## config.mk

```make
export PLATFORM = sky130hd
export DESIGN_NAME = utf8_validate_and_repair
export DESIGN_NICKNAME = d
export VERILOG_FILES = /design/src/utf8vr_pkg.sv /design/src/utf8_validate_and_repair.sv /design/src/utf8vr_scan.sv /design/src/utf8vr_emit.sv
export SDC_FILE = /design/constraint.sdc
export NUM_CORES = 1
export LEC_CHECK = 0
export ABC_AREA = 1
export BUFFER_PORTS_ARGS = -buffer_cell sky130_fd_sc_hd__buf_2
export CAP_MARGIN = 15
export CORE_MARGIN = 3
export CORE_UTILIZATION = 45
export DETAILED_ROUTE_END_ITERATION = 12
export GPL_TIMING_DRIVEN = 0
export PLACE_DENSITY = 0.62
export SLEW_MARGIN = 0
export SYNTH_ARGS = -nofsm -noshare
export SYNTH_HDL_FRONTEND = slang
export SYNTH_SLANG_ARGS = --single-unit
export TNS_END_PERCENT = 100
```

## constraint.sdc

```tcl
create_clock -name i_clk -period 8.65 [get_ports i_clk]
set_clock_uncertainty 0.15 [all_clocks]
set_input_delay 0.4325 -clock i_clk [delete_from_list [all_inputs] [get_ports i_clk]]
set_output_delay 0.4325 -clock i_clk [all_outputs]
set_load 0.02 [all_outputs]
```

## src/utf8vr_pkg.sv

```systemverilog
`timescale 1ns / 1ps
// ============================================================================
// utf8vr_pkg: shared types and constants of the UTF-8 validate and repair block
// Byte codes of strict UTF-8 decoding, the replacement sequence and the
// description of one pending output burst handed from scanner to emitter.
// ============================================================================
package utf8vr_pkg;

    localparam logic [7:0] REPL_B0   = 8'hEF;
    localparam logic [7:0] REPL_B1   = 8'hBF;
    localparam logic [7:0] REPL_B2   = 8'hBD;

    localparam logic [7:0] LEAD2_LO  = 8'hC2;
    localparam logic [7:0] LEAD2_HI  = 8'hDF;
    localparam logic [7:0] LEAD3_LO  = 8'hE0;
    localparam logic [7:0] LEAD3_SUR = 8'hED;
    localparam logic [7:0] LEAD3_HI  = 8'hEF;
    localparam logic [7:0] LEAD4_LO  = 8'hF0;
    localparam logic [7:0] LEAD4_HI  = 8'hF4;

    localparam logic [7:0] CONT_LO   = 8'h80;
    localparam logic [7:0] CONT_HI   = 8'hBF;
    localparam logic [7:0] E0_LO     = 8'hA0;
    localparam logic [7:0] ED_HI     = 8'h9F;
    localparam logic [7:0] F0_LO     = 8'h90;
    localparam logic [7:0] F4_HI     = 8'h8F;

    localparam logic [1:0] SUB_LAST  = 2'd2;

    typedef struct packed {
        logic [2:0]      rep_cnt;
        logic [2:0]      plain_cnt;
        logic [3:0]      total;
        logic [3:0][7:0] plain;
        logic            last;
        logic            str_valid;
    } t_job;

    function automatic logic [7:0] repl_byte(input logic [1:0] sub);
        logic [7:0] res;
        unique case (sub)
            2'd0:    res = REPL_B0;
            2'd1:    res = REPL_B1;
            default: res = REPL_B2;
        endcase
        return res;
    endfunction

endpackage

```

## src/utf8_validate_and_repair.sv

```systemverilog
`timescale 1ns / 1ps
// ============================================================================
// utf8_validate_and_repair: streaming strict UTF-8 checker with repair
// Passes well-formed UTF-8 through and replaces each bad byte with EF BF BD.
// ============================================================================
// Usage:
// The input channel (i_valid, o_stall) takes one raw byte per word, with
// i_in_last set on the final byte of a string. The output channel (o_valid,
// i_stall) delivers the repaired string one byte per word; o_out_last marks
// its final byte, where o_string_valid tells whether no replacement occurred.
// Bytes of a multi-byte sequence are held until the sequence completes or
// breaks, so an input word releases between zero and twelve output words.
// The first byte that a word releases passes the burst register and then the
// output register. Input words that release at most one output word are taken
// in every cycle while the receiver does not stall; a word that releases more
// words holds the serialiser, with o_stall high until its last word is emitted.
// When the receiver stalls, the output word holds and the serialiser waits;
// the next input word is still taken while the final word of a burst sits in
// the output register. Reset clears any open sequence, the error flag and
// all valid flags; no clearing pass is needed.
// ============================================================================
module utf8_validate_and_repair (
    input  logic       i_clk,
    input  logic       i_rst_n,
    input  logic       i_valid,
    output logic       o_stall,
    input  logic [7:0] i_in_byte,
    input  logic       i_in_last,
    output logic       o_valid,
    input  logic       i_stall,
    output logic [7:0] o_out_byte,
    output logic       o_is_replacement,
    output logic       o_out_last,
    output logic       o_string_valid
);

    utf8vr_pkg::t_job job;
    logic             job_load;
    logic             busy;
    logic             take;

    assign o_stall = busy;
    assign take    = i_valid && !busy;

    utf8vr_scan u_scan (
        .i_clk      (i_clk),
        .i_rst_n    (i_rst_n),
        .i_take     (take),
        .i_byte     (i_in_byte),
        .i_last     (i_in_last),
        .o_job      (job),
        .o_job_load (job_load)
    );

    utf8vr_emit u_emit (
        .i_clk            (i_clk),
        .i_rst_n          (i_rst_n),
        .i_load           (job_load),
        .i_job            (job),
        .i_stall          (i_stall),
        .o_busy           (busy),
        .o_valid          (o_valid),
        .o_out_byte       (o_out_byte),
        .o_is_replacement (o_is_replacement),
        .o_out_last       (o_out_last),
        .o_string_valid   (o_string_valid)
    );

endmodule

```

## src/utf8vr_scan.sv

```systemverilog
`timescale 1ns / 1ps
// ============================================================================
// utf8vr_scan: sequence tracker and burst decoder
// Holds the open multi-byte sequence and decides, for each accepted word,
// how many replacements and which plain bytes it releases.
// ============================================================================
module utf8vr_scan (
    input  logic              i_clk,
    input  logic              i_rst_n,
    input  logic              i_take,
    input  logic [7:0]        i_byte,
    input  logic              i_last,
    output utf8vr_pkg::t_job  o_job,
    output logic              o_job_load
);

    logic [7:0] r_pend [3];
    logic [1:0] r_pend_cnt, n_pend_cnt;
    logic [2:0] r_seq_len, n_seq_len;
    logic [7:0] r_lo, n_lo;
    logic [7:0] r_hi, n_hi;
    logic       r_err, n_err;

    logic       in_seq, ok, complete, extend, consumed;
    logic       ascii, lead_open, lead_rep;
    logic [2:0] lead_len;
    logic [7:0] lead_lo, lead_hi;
    logic [2:0] cnt_inc, flush_k, rep_k, plain_m;
    logic       err_next;

    always_comb begin
        lead_len = 3'd0;
        lead_lo  = utf8vr_pkg::CONT_LO;
        lead_hi  = utf8vr_pkg::CONT_HI;
        if (i_byte >= utf8vr_pkg::LEAD2_LO && i_byte <= utf8vr_pkg::LEAD2_HI) begin
            lead_len = 3'd2;
        end else if (i_byte >= utf8vr_pkg::LEAD3_LO && i_byte <= utf8vr_pkg::LEAD3_HI) begin
            lead_len = 3'd3;
            if (i_byte == utf8vr_pkg::LEAD3_LO) begin
                lead_lo = utf8vr_pkg::E0_LO;
            end else if (i_byte == utf8vr_pkg::LEAD3_SUR) begin
                lead_hi = utf8vr_pkg::ED_HI;
            end
        end else if (i_byte >= utf8vr_pkg::LEAD4_LO && i_byte <= utf8vr_pkg::LEAD4_HI) begin
            lead_len = 3'd4;
            if (i_byte == utf8vr_pkg::LEAD4_LO) begin
                lead_lo = utf8vr_pkg::F0_LO;
            end else if (i_byte == utf8vr_pkg::LEAD4_HI) begin
                lead_hi = utf8vr_pkg::F4_HI;
            end
        end
    end

    always_comb begin
        cnt_inc  = {1'b0, r_pend_cnt} + 3'd1;
        in_seq   = (r_seq_len != 3'd0) && (r_pend_cnt != 2'd0);
        ok       = (r_pend_cnt == 2'd1) ? (i_byte >= r_lo && i_byte <= r_hi)
                                        : (i_byte[7:6] == 2'b10);
        complete = in_seq && ok && (cnt_inc == r_seq_len);
        extend   = in_seq && ok && !complete && (r_pend_cnt != 2'd3);
        consumed = complete || extend;
        flush_k  = (r_seq_len != 3'd0 && !consumed) ? {1'b0, r_pend_cnt} : 3'd0;

        ascii     = (i_byte != 8'h00) && !i_byte[7];
        lead_open = !consumed && (lead_len != 3'd0) && !i_last;
        lead_rep  = !consumed && !ascii && !lead_open;

        if (complete) begin
            rep_k = 3'd0;
        end else if (extend) begin
            rep_k = i_last ? cnt_inc : 3'd0;
        end else begin
            rep_k = flush_k + {2'b00, lead_rep};
        end

        if (complete) begin
            plain_m = cnt_inc;
        end else if (!consumed && ascii) begin
            plain_m = 3'd1;
        end else begin
            plain_m = 3'd0;
        end

        err_next = r_err || (rep_k != 3'd0);

        o_job.rep_cnt   = rep_k;
        o_job.plain_cnt = plain_m;
        o_job.total     = {rep_k, 1'b0} + {1'b0, rep_k} + {1'b0, plain_m};
        o_job.plain[0]  = (complete && r_pend_cnt > 2'd0) ? r_pend[0] : i_byte;
        o_job.plain[1]  = (complete && r_pend_cnt > 2'd1) ? r_pend[1] : i_byte;
        o_job.plain[2]  = (complete && r_pend_cnt > 2'd2) ? r_pend[2] : i_byte;
        o_job.plain[3]  = i_byte;
        o_job.last      = i_last;
        o_job.str_valid = !err_next;
        o_job_load      = i_take && (o_job.total != 4'd0);
    end

    always_comb begin
        n_pend_cnt = r_pend_cnt;
        n_seq_len  = r_seq_len;
        n_lo       = r_lo;
        n_hi       = r_hi;
        n_err      = err_next;
        if (!extend) begin
            n_pend_cnt = 2'd0;
            n_seq_len  = 3'd0;
            n_lo       = utf8vr_pkg::CONT_LO;
            n_hi       = utf8vr_pkg::CONT_HI;
        end else begin
            n_pend_cnt = cnt_inc[1:0];
        end
        if (lead_open) begin
            n_pend_cnt = 2'd1;
            n_seq_len  = lead_len;
            n_lo       = lead_lo;
            n_hi       = lead_hi;
        end
        if (i_last) begin
            n_pend_cnt = 2'd0;
            n_seq_len  = 3'd0;
            n_lo       = utf8vr_pkg::CONT_LO;
            n_hi       = utf8vr_pkg::CONT_HI;
            n_err      = 1'b0;
        end
    end

    always_ff @(posedge i_clk) begin
        if (!i_rst_n) begin
            r_pend_cnt <= 2'd0;
            r_seq_len  <= 3'd0;
            r_lo       <= utf8vr_pkg::CONT_LO;
            r_hi       <= utf8vr_pkg::CONT_HI;
            r_err      <= 1'b0;
        end else if (i_take) begin
            r_pend_cnt <= n_pend_cnt;
            r_seq_len  <= n_seq_len;
            r_lo       <= n_lo;
            r_hi       <= n_hi;
            r_err      <= n_err;
        end
    end

    always_ff @(posedge i_clk) begin
        if (i_take && lead_open) begin
            r_pend[0] <= i_byte;
        end else if (i_take && extend) begin
            r_pend[r_pend_cnt] <= i_byte;
        end
    end

`ifndef SYNTH
    a_seq_count: assert property (@(posedge i_clk) disable iff (!i_rst_n)
        (r_seq_len != 3'd0) |-> (r_pend_cnt != 2'd0 && {1'b0, r_pend_cnt} < r_seq_len))
        else $error("open sequence holds an impossible byte count");
`endif

endmodule

```

## src/utf8vr_emit.sv

```systemverilog
`timescale 1ns / 1ps
// ============================================================================
// utf8vr_emit: burst serialiser with output register
// Plays out one burst of replacement and plain bytes, one word per cycle when
// not stalled by the receiver, into a registered output that holds in a stall.
// ============================================================================
module utf8vr_emit (
    input  logic              i_clk,
    input  logic              i_rst_n,
    input  logic              i_load,
    input  utf8vr_pkg::t_job  i_job,
    input  logic              i_stall,
    output logic              o_busy,
    output logic              o_valid,
    output logic [7:0]        o_out_byte,
    output logic              o_is_replacement,
    output logic              o_out_last,
    output logic              o_string_valid
);

    utf8vr_pkg::t_job r_job;
    logic       r_job_valid;
    logic [3:0] r_remain;
    logic [2:0] r_rep_left;
    logic [1:0] r_sub;
    logic [1:0] r_pidx;

    logic       r_out_valid;
    logic [7:0] r_out_byte;
    logic       r_out_rep;
    logic       r_out_last;
    logic       r_out_sv;

    logic       emit, finish, is_rep;
    logic [7:0] sel_byte;

    always_comb begin
        emit     = r_job_valid && (!r_out_valid || !i_stall);
        finish   = emit && (r_remain == 4'd1);
        is_rep   = (r_rep_left != 3'd0);
        sel_byte = is_rep ? utf8vr_pkg::repl_byte(r_sub) : r_job.plain[r_pidx];
        o_busy   = r_job_valid && !finish;
    end

    always_ff @(posedge i_clk) begin
        if (!i_rst_n) begin
            r_job_valid <= 1'b0;
            r_remain    <= 4'd0;
            r_rep_left  <= 3'd0;
            r_sub       <= 2'd0;
            r_pidx      <= 2'd0;
        end else if (i_load) begin
            r_job_valid <= 1'b1;
            r_remain    <= i_job.total;
            r_rep_left  <= i_job.rep_cnt;
            r_sub       <= 2'd0;
            r_pidx      <= 2'd0;
        end else if (emit) begin
            r_job_valid <= !finish;
            r_remain    <= r_remain - 4'd1;
            if (is_rep) begin
                if (r_sub == utf8vr_pkg::SUB_LAST) begin
                    r_sub      <= 2'd0;
                    r_rep_left <= r_rep_left - 3'd1;
                end else begin
                    r_sub <= r_sub + 2'd1;
                end
            end else begin
                r_pidx <= r_pidx + 2'd1;
            end
        end
    end

    always_ff @(posedge i_clk) begin
        if (i_load) begin
            r_job <= i_job;
        end
    end

    always_ff @(posedge i_clk) begin
        if (!i_rst_n) begin
            r_out_valid <= 1'b0;
        end else if (emit) begin
            r_out_valid <= 1'b1;
        end else if (!i_stall) begin
            r_out_valid <= 1'b0;
        end
    end

    always_ff @(posedge i_clk) begin
        if (emit) begin
            r_out_byte <= sel_byte;
            r_out_rep  <= is_rep;
            r_out_last <= r_job.last && (r_remain == 4'd1);
            r_out_sv   <= r_job.last && (r_remain == 4'd1) && r_job.str_valid;
        end
    end

    assign o_valid          = r_out_valid;
    assign o_out_byte       = r_out_byte;
    assign o_is_replacement = r_out_rep;
    assign o_out_last       = r_out_last;
    assign o_string_valid   = r_out_sv;

`ifndef SYNTH
    a_remain_live: assert property (@(posedge i_clk) disable iff (!i_rst_n)
        r_job_valid |-> (r_remain != 4'd0))
        else $error("live burst has nothing left to send");

    a_plain_tail: assert property (@(posedge i_clk) disable iff (!i_rst_n)
        (r_job_valid && r_rep_left == 3'd0)
            |-> (r_remain == ({1'b0, r_job.plain_cnt} - {2'b00, r_pidx})))
        else $error("plain byte count out of step with remaining count");

    a_no_overwrite: assert property (@(posedge i_clk) disable iff (!i_rst_n)
        i_load |-> (!r_job_valid || finish))
        else $error("new burst loaded over an unfinished one");

    a_valid_clean: assert property (@(posedge i_clk) disable iff (!i_rst_n)
        (r_out_valid && r_out_sv) |-> (r_out_last && !r_out_rep))
        else $error("string reported valid on a replacement or inner word");
`endif

endmodule

```

==> impl_results.md <==
- Syn Inst Count: 457
- Leakage: 2.07 nW
- Layout cell share with drive strength beyond 1: 18.6%
- Via density: 5.13
- Layout Cells excl Fill: 630
- Fin crit share: 62.4%
- Inst Count DP: 613
- Buf+Inv Stages, Crit Path: 8
- Fin. Hold Viols: 0
- CTS buffer count: 9
- Sequential-to-total area share from yosys stat: 55.9%
- Core Rows: 35
- Hpwl dp: 6.93 mm
- Syn. warnings: 0
- FF/Latch Area: 0.00253 mm²
- CTS sink cnt: 92
- Delay-heaviest family, CP: adder cells
- Residual DRC count: 0
- Startpoint Class: register
- Setup TNS: 0 ns
- Post-synth top flop: edfxtp_1
- WP data required: 8.57 ns
- Slew Viols, Final: 0
- Core Region: 0.00950 mm²
- Pin count of the biggest net entering global routing: 28
- Multi-input gate area: 0.00174 mm²
- Initial antenna violation count: 0
- Post-synth top area cell: edfxtp_1
- Ports: 26
- Final Util: 53.5%
- Fmax: 185 MHz
- Fillers: 874
- Share of the synthesized area in the top cell type: 45.7%
- Area Growth Syn to Fin: 12.3%
- Top-count cell post-synth: nand2_1
- Final Net Count: 528
- Post-route cell area: 0.00509 mm²
- Crit Path Category: reg -> reg
- Worst-path clk slew: 0.10 ns
- Clock root buffer: clkbuf_8
- Net Count, Synth: 489
- CTS tree: built
- GRT Total Usage: 17.7%
- DR WL/cell: 14.9 µm
- Period minus WS final: 5.40 ns
- Top cell by count, worst path: inv_1
- Crit path capture type: register
- Slowest-stage cell, CP: dfxtp_1
- First-pass GRT wire length: 15.8 mm
- Post-CTS Resized: 0
- EDFF count, synth: 69
- Worst Max-Slew Pin Slew: 0.964 ns
- Hold_buf cts: 0
- RePlAce Congestion: 0.835
- Synth top area cells: edfxtp_1 46%, dfxtp_1 10%, nand2_1 7.0%, ha_1 4.7%, nor2_1 4.6%
- I/O Buffers: 25
- First-pass DRT Iterations: 7
- Initial drt markers: 130
- Final setup fails: 0
- RSZ-0062 raised after global routing: false
- Worst vdd ir: 72.9 µV
- CP max stage delay: 0.52 ns
- Worst-Skew Late Latency: 0.36 ns
- Horiz. Die Dim: 106 µm
- Die height: 106 µm
- Post-route ant nets: 0
- Pre-CTS WS: 3.16 ns
- Hold Path Class: in -> reg
- Post-CTS setup buffer count: 0
- Worst slew margin: 35.4%
- Commonest cells in the synthesized netlist: 84 x nand2_1, 69 x edfxtp_1, 56 x nor2_1
- Detailed Route WL: 9.36 mm
- Final worst setup slack: 3.25 ns
- Post-synth cell types: 45
- Bufs on Longest Clock Path: 2
- Arr. time, crit path: 5.32 ns
- Full die area: 0.0113 mm²
- Via count: 3229
- Mapped cell area: 0.00453 mm²
- H-tree levels: 3
- FF+latch count, synth: 92
- Asr flop ratio synth: 0%
- Placed instance area: 0.00485 mm²
- Total grt overflow: 0
- Starting Density: 47.7%
- Mean post-synth cell area: 9.91 µm²
- Status: completed
- Max-cap violations: 0
- Crit path max fanout: 27
- Vias in the first global route: 3217
- Pwr dens: 200 mW/mm²
- N_diodes: 0
[where the power goes]
| group | internal [mW] | switching, mW |
|---|---|---|
| Clock | 0.168 | 0.166 |
| Combinational | 0.0537 | 0.101 |
| Sequential | 0.513 | 0.0124 |
| Total | 0.735 | 0.280 |
[state kept, by name (all words and copies together) (netlist names), 2 cells and up]
register and flops:
u_emit.o_out_byte 8, u_emit.r_job 34, u_emit.r_pidx 2, u_emit.r_remain 4, u_emit.r_rep_left 3, u_emit.r_sub 2
u_scan.r_hi 2, u_scan.r_lo 2, u_scan.r_pend 24, u_scan.r_pend_cnt 2, u_scan.r_seq_len 3
[cell families (layout without fill, tap and decap cells)]
group                    Yosys count  after routing  synth area share, %
AO/OA/AOI/OAI                     76             76                 10.9
multiplexers                       2              2                0.497
flip-flops                        92             92                 55.9
AND/OR/NAND/NOR                  198            198                 20.4
XOR/XNOR                           5              5                0.967
buffers and inverters             65            109                 5.75
adder cells (fa/ha/maj)           19             19                 5.58
[routing by layer]
metal | vias to the layer above | part of all wire (%) | GRT usage (%) | wire length [µm]
met3 | 14 | 4.3 | 2.79 | 405
li1 | 1623 | - | - | -
met1 | 1519 | 49 | 24.7 | 4570
met2 | 73 | 45 | 27.8 | 4250
met4 | 0 | 1.5 | 6.75 | 142
met5 | - | 0 | 0 | 0
[path summary, 6_finish.rpt]
kind,start,to,slack [ns],cells past startpoint
min,i_stall,u_emit.o_valid,0.18,3
max reg2reg,u_scan.r_pend_cnt[0],u_emit.r_job[18],3.25,27
min reg2reg,u_scan.r_err,u_scan.r_err,0.33,2
max,u_scan.r_pend_cnt[0],u_emit.r_job[18],3.25,27
[worst register-to-register path, cell delays in order (launching register included)]
cell and delay, ns:
dfxtp_1 0.52, inv_2 0.11, ha_1 0.37, inv_1 0.09, nand2_1 0.07, nand2_1 0.05, nand2_1 0.06, nor2_2 0.06
o211ai_4 0.22, inv_1 0.08, or2_2 0.29, nor2_1 0.09, ha_1 0.15, ha_1 0.22, inv_1 0.05, nand2_1 0.04
nand3_1 0.16, inv_1 0.08, fa_1 0.43, ha_1 0.22, fa_1 0.37, xor2_1 0.19, inv_1 0.09, nand3_2 0.11
nand3_4 0.14, nand2_4 0.09, inv_1 0.36, buf_16 0.24
[placed cells by master (no fill, tap or decap), drive strengths merged, types with 2 or more instances in the layout]
cell type / netlist / layout
bufinv: 0 / 2
nand3b: 2 / 2
o21ai: 21 / 21
buf: 6 / 33
xor2: 5 / 5
nand3: 26 / 26
fa: 2 / 2
a21oi: 34 / 34
clkbuf: 4 / 14
clkinv: 2 / 3
inv: 53 / 56
nor2: 57 / 57
mux2: 2 / 2
a31oi: 2 / 2
dfxtp: 23 / 23
edfxtp: 69 / 69
nor3: 8 / 8
ha: 17 / 17
or2: 9 / 9
o211ai: 12 / 12
nand2: 92 / 92
[final cells by class]
cell class	count	share of cell area, %
inverters	55	4.06
plain buffers	10	1.06
well taps	129	3.17
flip-flops and latches	92	49.8
multi-input cells	300	34.1
repair buffers	28	3.25
clock buffers	9	2.43
clock inverters	7	2.12
[per-stage QoR]
step | power (mW) | hold slack, ns
after floorplan | 0.643 | 0.294
after global placement | 0.683 | 0.311
after detailed placement | 0.692 | 0.313
after CTS | 1.02 | 0.166
after global routing | 1.06 | 0.178
final | 1.02 | 0.178
(Power assumes the default switching activity.)
